## src/rtl/sme_pkg.sv

```systemverilog
// Shared types and constants for the sparse matrix entry store.
// Holds field widths, operation and status codes, register indexes and the config struct.
// No dependencies.
package sme_pkg;

  // Default sizing, handed to the top-level parameters
  localparam int CAPACITY_DEF   = 64;
  localparam int COORD_BITS_DEF = 16;

  // Fixed field widths of the command and result ports
  localparam int FUNC_W   = 1;
  localparam int COORD_W  = 16;
  localparam int VALUE_W  = 32;
  localparam int STATUS_W = 2;
  localparam int COUNT_W  = 7;

  // Configuration register file
  localparam int CFG_W     = 17;
  localparam int PADDR_W   = 3;
  localparam int PDATA_W   = 32;
  localparam logic [CFG_W-1:0] CFG_RESET = 17'h10000;

  // Register indexes (paddr bit 2)
  localparam logic REG_ROW_COUNT    = 1'b0;
  localparam logic REG_COLUMN_COUNT = 1'b1;

  // Operation codes
  localparam logic [FUNC_W-1:0] FUNC_WRITE = 1'b0;
  localparam logic [FUNC_W-1:0] FUNC_READ  = 1'b1;

  // Result status codes
  localparam logic [STATUS_W-1:0] STATUS_DONE  = 2'd0;
  localparam logic [STATUS_W-1:0] STATUS_RANGE = 2'd1;
  localparam logic [STATUS_W-1:0] STATUS_FULL  = 2'd2;

  // Matrix size seen by the controller
  typedef struct packed {
    logic [CFG_W-1:0] row_count;
    logic [CFG_W-1:0] column_count;
  } cfg_t;

endpackage

```

## src/rtl/sme_mem.sv

```systemverilog
// Entry memory of the sparse matrix entry store: one write port, one registered read port.
// Each word holds {row, column, value} of one slot. No package dependencies.
module sme_mem #(
  parameter int DEPTH  = 64,
  parameter int WIDTH  = 64,
  parameter int ADDR_W = 6
) (
  input  logic              clk,
  input  logic              wr_en,
  input  logic [ADDR_W-1:0] wr_addr,
  input  logic [WIDTH-1:0]  wr_data,
  input  logic              rd_en,
  input  logic [ADDR_W-1:0] rd_addr,
  output logic [WIDTH-1:0]  rd_data
);

  logic [WIDTH-1:0] mem [DEPTH];

  // Write port
  always_ff @(posedge clk) begin
    if (wr_en) begin
      mem[wr_addr] <= wr_data;
    end
  end

  // Read port, registered
  always_ff @(posedge clk) begin
    if (rd_en) begin
      rd_data <= mem[rd_addr];
    end
  end

endmodule

```

## src/rtl/sme_ctrl.sv

```systemverilog
// Scan controller of the sparse matrix entry store: walks the entry memory, finds the
// matching and first free slot, then applies the operation. Uses sme_pkg; drives sme_mem.
module sme_ctrl
  import sme_pkg::*;
#(
  parameter int CAPACITY   = CAPACITY_DEF,
  parameter int COORD_BITS = COORD_BITS_DEF,
  parameter int ADDR_W     = $clog2(CAPACITY),
  parameter int WORD_W     = 2 * COORD_BITS + VALUE_W
) (
  input  logic                clk,
  input  logic                rst,
  input  cfg_t                cfg,
  input  logic                start,
  input  logic [FUNC_W-1:0]   func,
  input  logic [COORD_W-1:0]  row,
  input  logic [COORD_W-1:0]  column,
  input  logic [VALUE_W-1:0]  value,
  output logic                busy,
  output logic                done,
  output logic [VALUE_W-1:0]  read_value,
  output logic [STATUS_W-1:0] status,
  output logic [COUNT_W-1:0]  entry_count,
  output logic                mem_rd_en,
  output logic [ADDR_W-1:0]   mem_rd_addr,
  input  logic [WORD_W-1:0]   mem_rd_data,
  output logic                mem_wr_en,
  output logic [ADDR_W-1:0]   mem_wr_addr,
  output logic [WORD_W-1:0]   mem_wr_data
);

  localparam int CNT_W = $clog2(CAPACITY + 1);
  localparam int CMP_W = (COORD_BITS > CFG_W) ? COORD_BITS : CFG_W;
  localparam logic [ADDR_W-1:0] LAST_IDX = ADDR_W'(CAPACITY - 1);

  typedef enum logic [1:0] {
    ST_IDLE,
    ST_SCAN,
    ST_WAIT,
    ST_ACT
  } state_t;

  state_t state;

  // Latched command
  logic [FUNC_W-1:0]     func_q;
  logic [COORD_BITS-1:0] row_q;
  logic [COORD_BITS-1:0] col_q;
  logic [VALUE_W-1:0]    value_q;
  logic                  oor_q;

  // Scan pointer and compare pipeline
  logic [ADDR_W-1:0] idx;
  logic              cmp_vld;
  logic [ADDR_W-1:0] cmp_idx;

  // Scan results
  logic              hit;
  logic [ADDR_W-1:0] hit_idx;
  logic [VALUE_W-1:0] hit_value;
  logic              free_found;
  logic [ADDR_W-1:0] free_idx;

  // Slot occupancy
  logic [CAPACITY-1:0] valid;
  logic [CNT_W-1:0]    cnt;

  // Incoming coordinates at the stored width
  logic [COORD_BITS-1:0] row_in;
  logic [COORD_BITS-1:0] col_in;
  logic                  oor_in;

  // Memory word fields
  logic [COORD_BITS-1:0] rd_row;
  logic [COORD_BITS-1:0] rd_col;
  logic [VALUE_W-1:0]    rd_val;

  // Operation decision
  logic                act_wr;
  logic [ADDR_W-1:0]   act_idx;
  logic                set_v;
  logic                clr_v;
  logic [STATUS_W-1:0] act_status;
  logic [VALUE_W-1:0]  act_rd;
  logic [CNT_W-1:0]    cnt_next;

  assign row_in = COORD_BITS'(row);
  assign col_in = COORD_BITS'(column);
  assign oor_in = (CMP_W'(row_in) >= CMP_W'(cfg.row_count)) ||
                  (CMP_W'(col_in) >= CMP_W'(cfg.column_count));

  assign rd_row = mem_rd_data[WORD_W-1 -: COORD_BITS];
  assign rd_col = mem_rd_data[VALUE_W +: COORD_BITS];
  assign rd_val = mem_rd_data[VALUE_W-1:0];

  assign busy = (state != ST_IDLE);

  // Issue one memory read per scan cycle
  assign mem_rd_en   = (state == ST_SCAN);
  assign mem_rd_addr = idx;

  // Decide the effect of the operation once the scan is complete
  always_comb begin
    act_wr     = 1'b0;
    act_idx    = hit_idx;
    set_v      = 1'b0;
    clr_v      = 1'b0;
    act_status = STATUS_DONE;
    act_rd     = '0;
    if (oor_q) begin
      act_status = STATUS_RANGE;
    end else if (func_q == FUNC_READ) begin
      if (hit) begin
        act_rd = hit_value;
      end
    end else if (value_q != '0) begin
      if (hit) begin
        act_wr = 1'b1;
      end else if (free_found) begin
        act_wr  = 1'b1;
        act_idx = free_idx;
        set_v   = 1'b1;
      end else begin
        act_status = STATUS_FULL;
      end
    end else if (hit) begin
      clr_v = 1'b1;
    end
  end

  always_comb begin
    cnt_next = cnt;
    if (set_v) begin
      cnt_next = cnt + CNT_W'(1);
    end else if (clr_v) begin
      cnt_next = cnt - CNT_W'(1);
    end
  end

  // Write back the entry on an update or insert
  assign mem_wr_en   = (state == ST_ACT) && act_wr;
  assign mem_wr_addr = act_idx;
  assign mem_wr_data = {row_q, col_q, value_q};

  // Sequencer, scan bookkeeping and registered result
  always_ff @(posedge clk) begin
    if (rst) begin
      state   <= ST_IDLE;
      valid   <= '0;
      cnt     <= '0;
      done    <= 1'b0;
      cmp_vld <= 1'b0;
    end else begin
      done <= 1'b0;

      // Compare the word read in the previous cycle
      if (cmp_vld) begin
        if (valid[cmp_idx]) begin
          if (rd_row == row_q && rd_col == col_q) begin
            hit       <= 1'b1;
            hit_idx   <= cmp_idx;
            hit_value <= rd_val;
          end
        end else if (!free_found) begin
          free_found <= 1'b1;
          free_idx   <= cmp_idx;
        end
      end

      case (state)
        ST_IDLE: begin
          if (start) begin
            func_q     <= func;
            row_q      <= row_in;
            col_q      <= col_in;
            value_q    <= value;
            oor_q      <= oor_in;
            hit        <= 1'b0;
            free_found <= 1'b0;
            idx        <= '0;
            state      <= oor_in ? ST_ACT : ST_SCAN;
          end
        end
        ST_SCAN: begin
          cmp_vld <= 1'b1;
          cmp_idx <= idx;
          idx     <= idx + ADDR_W'(1);
          if (idx == LAST_IDX) begin
            state <= ST_WAIT;
          end
        end
        ST_WAIT: begin
          // last compare happens in this cycle
          cmp_vld <= 1'b0;
          state   <= ST_ACT;
        end
        ST_ACT: begin
          if (set_v) begin
            valid[act_idx] <= 1'b1;
          end
          if (clr_v) begin
            valid[hit_idx] <= 1'b0;
          end
          cnt         <= cnt_next;
          done        <= 1'b1;
          read_value  <= act_rd;
          status      <= act_status;
          entry_count <= COUNT_W'(cnt_next);
          state       <= ST_IDLE;
        end
        default: begin
          state <= ST_IDLE;
        end
      endcase
    end
  end

endmodule

```

## src/rtl/sparse_matrix_entry_store.sv

```systemverilog
// Sparse matrix entry store: a bounded coordinate list of nonzero (row, column, value) entries.
// Each command runs a full scan of the CAPACITY entry memory (one slot per cycle through
// its single read port) in ST_SCAN, then ST_WAIT for the last compare, then ST_ACT for the
// write-back; a coordinate outside the configured size skips the scan and goes straight to
// ST_ACT. busy is high while a command is in progress, and the next command may start in the
// cycle that done is shown. Results are registered with the one-cycle done strobe and cannot
// be held off. The entry memory needs no clearing pass after reset; slot occupancy lives in
// flip-flops cleared by rst.
// Uses sme_pkg, sme_ctrl and sme_mem.
module sparse_matrix_entry_store
  import sme_pkg::*;
#(
  parameter int CAPACITY   = CAPACITY_DEF,
  parameter int COORD_BITS = COORD_BITS_DEF
) (
  input  logic                clk,
  input  logic                rst,
  // APB configuration port
  input  logic                psel,
  input  logic                penable,
  input  logic                pwrite,
  input  logic [PADDR_W-1:0]  paddr,
  input  logic [PDATA_W-1:0]  pwdata,
  output logic [PDATA_W-1:0]  prdata,
  output logic                pready,
  // command
  input  logic                start,
  output logic                busy,
  input  logic [FUNC_W-1:0]   func,
  input  logic [COORD_W-1:0]  row,
  input  logic [COORD_W-1:0]  column,
  input  logic [VALUE_W-1:0]  value,
  // result
  output logic                done,
  output logic [VALUE_W-1:0]  read_value,
  output logic [STATUS_W-1:0] status,
  output logic [COUNT_W-1:0]  entry_count
);

  localparam int ADDR_W = $clog2(CAPACITY);
  localparam int WORD_W = 2 * COORD_BITS + VALUE_W;

  cfg_t cfg;

  logic              mem_rd_en;
  logic [ADDR_W-1:0] mem_rd_addr;
  logic [WORD_W-1:0] mem_rd_data;
  logic              mem_wr_en;
  logic [ADDR_W-1:0] mem_wr_addr;
  logic [WORD_W-1:0] mem_wr_data;

  assign pready = 1'b1;

  // Take a register write at the access phase of a transfer
  always_ff @(posedge clk) begin
    if (rst) begin
      cfg.row_count    <= CFG_RESET;
      cfg.column_count <= CFG_RESET;
    end else if (psel && penable && pwrite && pready) begin
      case (paddr[2])
        REG_ROW_COUNT:    cfg.row_count    <= pwdata[CFG_W-1:0];
        REG_COLUMN_COUNT: cfg.column_count <= pwdata[CFG_W-1:0];
        default: ;
      endcase
    end
  end

  // Register read-back
  always_comb begin
    case (paddr[2])
      REG_ROW_COUNT:    prdata = PDATA_W'(cfg.row_count);
      REG_COLUMN_COUNT: prdata = PDATA_W'(cfg.column_count);
      default:          prdata = '0;
    endcase
  end

  sme_ctrl #(
    .CAPACITY   (CAPACITY),
    .COORD_BITS (COORD_BITS),
    .ADDR_W     (ADDR_W),
    .WORD_W     (WORD_W)
  ) u_ctrl (
    .clk         (clk),
    .rst         (rst),
    .cfg         (cfg),
    .start       (start),
    .func        (func),
    .row         (row),
    .column      (column),
    .value       (value),
    .busy        (busy),
    .done        (done),
    .read_value  (read_value),
    .status      (status),
    .entry_count (entry_count),
    .mem_rd_en   (mem_rd_en),
    .mem_rd_addr (mem_rd_addr),
    .mem_rd_data (mem_rd_data),
    .mem_wr_en   (mem_wr_en),
    .mem_wr_addr (mem_wr_addr),
    .mem_wr_data (mem_wr_data)
  );

  sme_mem #(
    .DEPTH  (CAPACITY),
    .WIDTH  (WORD_W),
    .ADDR_W (ADDR_W)
  ) u_mem (
    .clk     (clk),
    .wr_en   (mem_wr_en),
    .wr_addr (mem_wr_addr),
    .wr_data (mem_wr_data),
    .rd_en   (mem_rd_en),
    .rd_addr (mem_rd_addr),
    .rd_data (mem_rd_data)
  );

`ifndef ASSERT_OFF
  // Every accepted command makes the block busy
  a_start_busy: assert property (@(posedge clk) disable iff (rst)
    start && !busy |=> busy)
    else $error("accepted command did not raise busy");

  // A result is only shown once the block has gone idle
  a_done_idle: assert property (@(posedge clk) disable iff (rst)
    done |-> !busy)
    else $error("done strobe while busy");

  // Leaving busy always delivers a result
  a_end_done: assert property (@(posedge clk) disable iff (rst)
    !$past(rst) && $fell(busy) |-> done)
    else $error("command finished without a result");

  // Full is only reported when every slot is taken
  a_full_count: assert property (@(posedge clk) disable iff (rst)
    done && status == STATUS_FULL |-> entry_count == COUNT_W'(CAPACITY))
    else $error("store full reported with free slots");
`endif

endmodule
```

## config.mk

```make
export PLATFORM = sky130hd
export DESIGN_NAME = sparse_matrix_entry_store
export DESIGN_NICKNAME = d
export VERILOG_FILES = /design/src/rtl/sme_pkg.sv /design/src/rtl/sme_mem.sv /design/src/rtl/sme_ctrl.sv /design/src/rtl/sparse_matrix_entry_store.sv
export SDC_FILE = /design/constraint.sdc
export NUM_CORES = 2
export LEC_CHECK = 0
export ABC_AREA = 0
export CAP_MARGIN = 20
export CORE_ASPECT_RATIO = 1.5
export CORE_MARGIN = 10
export CORE_UTILIZATION = 40
export CTS_CLUSTER_SIZE = 28
export DETAILED_ROUTE_END_ITERATION = 16
export DONT_BUFFER_PORTS = 1
export HOLD_SLACK_MARGIN = 0.08
export PLACE_DENSITY = 0.59
export SLEW_MARGIN = 10
export SYNTH_ARGS = -nofsm -noshare
export SYNTH_HDL_FRONTEND = slang
export SYNTH_SLANG_ARGS = --single-unit
export TNS_END_PERCENT = 50
```

## constraint.sdc

```tcl
create_clock -name clk -period 7.1 [get_ports clk]
set_clock_uncertainty 0.2 [all_clocks]
set_input_delay 0.71 -clock clk [delete_from_list [all_inputs] [get_ports clk]]
set_output_delay 0.71 -clock clk [all_outputs]
set_load 0.005 [all_outputs]
```

==> qor.yml <==
crit_fanout: 65
htree_levels: 5
drt-pass1-iter-count: 8
synth_cells: 7790
syn-cell-area_mm2: 0.1704
ctsHoldBuffers: 99
area_growth_syn_to_layout_pct: 13.78
fin_crit_sh: 0.7823
coreArea_mm2: 0.4245
status: "completed"
synth_top_family_by_area: "multiplexers"
grt_use_met1: 0.2717
clkTransAtPathRegs_ns: 0.07
post_drt_via_cell_ratio: 6.014
grt_pass1_wl_mm: 693.3
cap_viol_max_count: 0
yosys-top-cells-count: "4325 x edfxtp_1, 1079 x mux4_2, 316 x mux2i_1"
yosys.area.top_type: "edfxtp_1"
die_h_um: 819.4
leakagePower_nw: 59.72
synth_top_area_share: 0.7620
layoutNonFillerInstCount: 14150
die_x_um: 553.0
cts_tree: "done"
p_per_area_mw_per_mm2: 311.4
cts_buffers: 400
place_hpwl_mm: 285.0
drive_above_1_share: 0.2466
dieArea_mm2: 0.4531
synth_compound_area_frac: 0.02556
cts_resized: 0
ir_drop_mv: 0.2178
clock-root-buffer: "clkbuf_16"
slew_headroom: 0.07456
drt-total-wl_mm: 501.9
wl_per_cell_um: 35.48
nFillCells: 35140
synthAdderAreaFrac: 0.002863
grtUsageMet3: 0.03437
grt.overflow.total: 0
async_reset_ff_frac: 0
routabilityCongestion: 0.8248
fin_util: 0.4568
report.final.slew_viol_count: 0
layout_min_cycle_time_ns: 5.555
setup.worst_path.start_class: "register"
cts_buffer_depth: 4
vias: 85070
synthTopCellsByArea: "edfxtp_1 76%, mux4_2 14%, mux2i_1 1.9%"
yosys.area_share.simple: 0.01922
synthFlopType: "edfxtp_1"
gr-usage-met2: 0.3783
synth-edff-count: 4325
ys_seq_area_frac: 0.7749
synth-xor-area-share: 0.002364
grt_pass1_vias: 85970
max_clock_freq_mhz: 180.0
required_ns: 7.46
syn_avg_cell_area_um2: 21.88
synthMuxAreaShare: 0.1617
yosysUniqueCellTypes: 54
initialDrtViolationCount: 10700
dp_cells: 13290
critPathKind: "reg -> reg"
ios: 182
cts.sinks: 4434
start_util: 0.4015
yosysMostFrequentCell: "edfxtp_1"
cp-end-kind: "register"
rows: 293
cp.arrival_ns: 5.91
yosys_warnings: 0
setup_viol: 0
worst_hold_path_type: "in -> reg"
nNetsFinal: 8329
ys_seq_elements: 4434
antenna_found_initial: 55
worst_slew_pin_slew_ns: 1.388
hold_violations: 0
remaining_drc_errors: 0
post_cts_buffers: 0
grt_usage: 0.2152
grt_max_degree: 134
ant_nets: 0
place.port_buffers: 0
clkLatencyLatePin_ns: 0.97
top_usage_layer: "met2"
rsz0062_at_grt: "false"
-- power breakdown --
part	total, mW	switching (mW)	internal (mW)
registers	29.8	0.265	29.5
logic	9.06	5.45	3.61
clock network	21.6	9.57	12.0
total	60.4	15.3	45.1
-- kinds of logic after synthesis --
family | count (synthesis)
compound gates | 640
xor+xnor | 46
fa+ha+maj | 39
buf+inv | 505
flops | 4434
mux | 1403
other cells | 2
simple gates | 721
-- cell usage in the layout (no fill, tap or decap), types with 11 or more instances in the layout --
| cell | count |
|---|---|
| mux4_2 | 1079 |
| nand4_1 | 19 |
| nor2_4 | 65 |
| clkinv_2 | 87 |
| xor2_1 | 11 |
| o221ai_1 | 127 |
| clkinvlp_4 | 16 |
| a21oi_1 | 113 |
| diode_2 | 27 |
| nor4_1 | 14 |
| nor3_1 | 63 |
| buf_4 | 213 |
| conb_1 | 16 |
| xnor2_1 | 34 |
| o21ai_0 | 53 |
| nand2_1 | 306 |
| bufinv_16 | 40 |
| mux2i_1 | 316 |
| clkbuf_1 | 67 |
| nor2_1 | 67 |
| buf_12 | 119 |
| edfxtp_1 | 4325 |
| inv_1 | 48 |
| clkinv_1 | 88 |
| dfxtp_1 | 109 |
| nand3_1 | 65 |
| o211ai_1 | 17 |
| dlygate4sd3_1 | 98 |
| o32ai_1 | 16 |
| and2_1 | 54 |
| o22ai_1 | 76 |
| ha_1 | 38 |
| a211oi_1 | 99 |
| a31oi_1 | 105 |
| clkbuf_16 | 407 |
-- per-layer routing --
metal / wire length, µm / share of wire
met1: 185900 / 0.37
met2: 257500 / 0.51
met3: 37980 / 0.076
met4: 20410 / 0.041
met5: 86 / 0.00017
-- registers in the layout, summed over array words and instances, names as in the netlist, 2 cells and up --
register            flops
u_ctrl.cmp_idx          6
u_ctrl.entry_count      7
u_ctrl.status           2
u_ctrl.hit_idx          6
u_ctrl.hit_value       32
u_ctrl.free_idx         6
cfg                    34
u_ctrl.row_q           16
u_ctrl.state            2
u_ctrl.valid           64
u_mem.rd_data          64
u_ctrl.cnt              7
u_mem.mem            4096
u_ctrl.value_q         32
u_ctrl.read_value      32
u_ctrl.mem_rd_addr      6
u_ctrl.col_q           16
-- final timing paths --
kind,start,endpoint,slack [ns],cells after the start
setup / recovery,u_ctrl.value_q[0],u_mem.mem[55][11],1.55,9
hold / removal,pwrite,cfg[24],0.17,5
setup reg to reg,u_ctrl.value_q[0],u_mem.mem[55][11],1.55,9
hold reg to reg,u_mem.rd_data[1],u_ctrl.hit_value[1],0.22,0
-- worst max-delay path, stage by stage (launching register included) --
cell      delay, ns
edfxtp_1       0.32
buf_4          0.51
nor4_1         0.18
nand2_1        0.38
nor4_2         0.21
buf_4          0.22
nor3_1         0.57
nand3_4        0.89
nor2_4         0.85
buf_4          0.57
-- area by class of cell --
| cell class | count | area [µm²] | share of cell area |
|---|---|---|---|
| sequential | 4434 | 132100 | 0.6810 |
| tap | 5605 | 7013 | 0.03617 |
| multi-input combinational | 2865 | 36750 | 0.1895 |
| timing repair buffer | 432 | 5001 | 0.02579 |
| inverter | 51 | 211.5 | 0.001090 |
| clock buffer | 476 | 10460 | 0.05396 |
| antenna | 27 | 67.56 | 0.0003484 |
| clock inverter | 255 | 2350 | 0.01212 |
-- through the flow --
step                TNS [ns]  area (µm²)  setup slack (ns)  power, mW  hold slack (ns)
finish                     0      193900             1.545      60.38           0.1721
global route               0      193900             1.434      62.16           0.1887
CTS                        0      193800             1.548      60.83           0.1391
detailed placement         0      180000             1.572      39.41           0.2045
global placement           0      180000             1.722      39.28           0.2041
floorplan             -95.89      170500           -0.5077      36.13           0.2003
No activity file was read; power rests on OpenSTA's default activity.
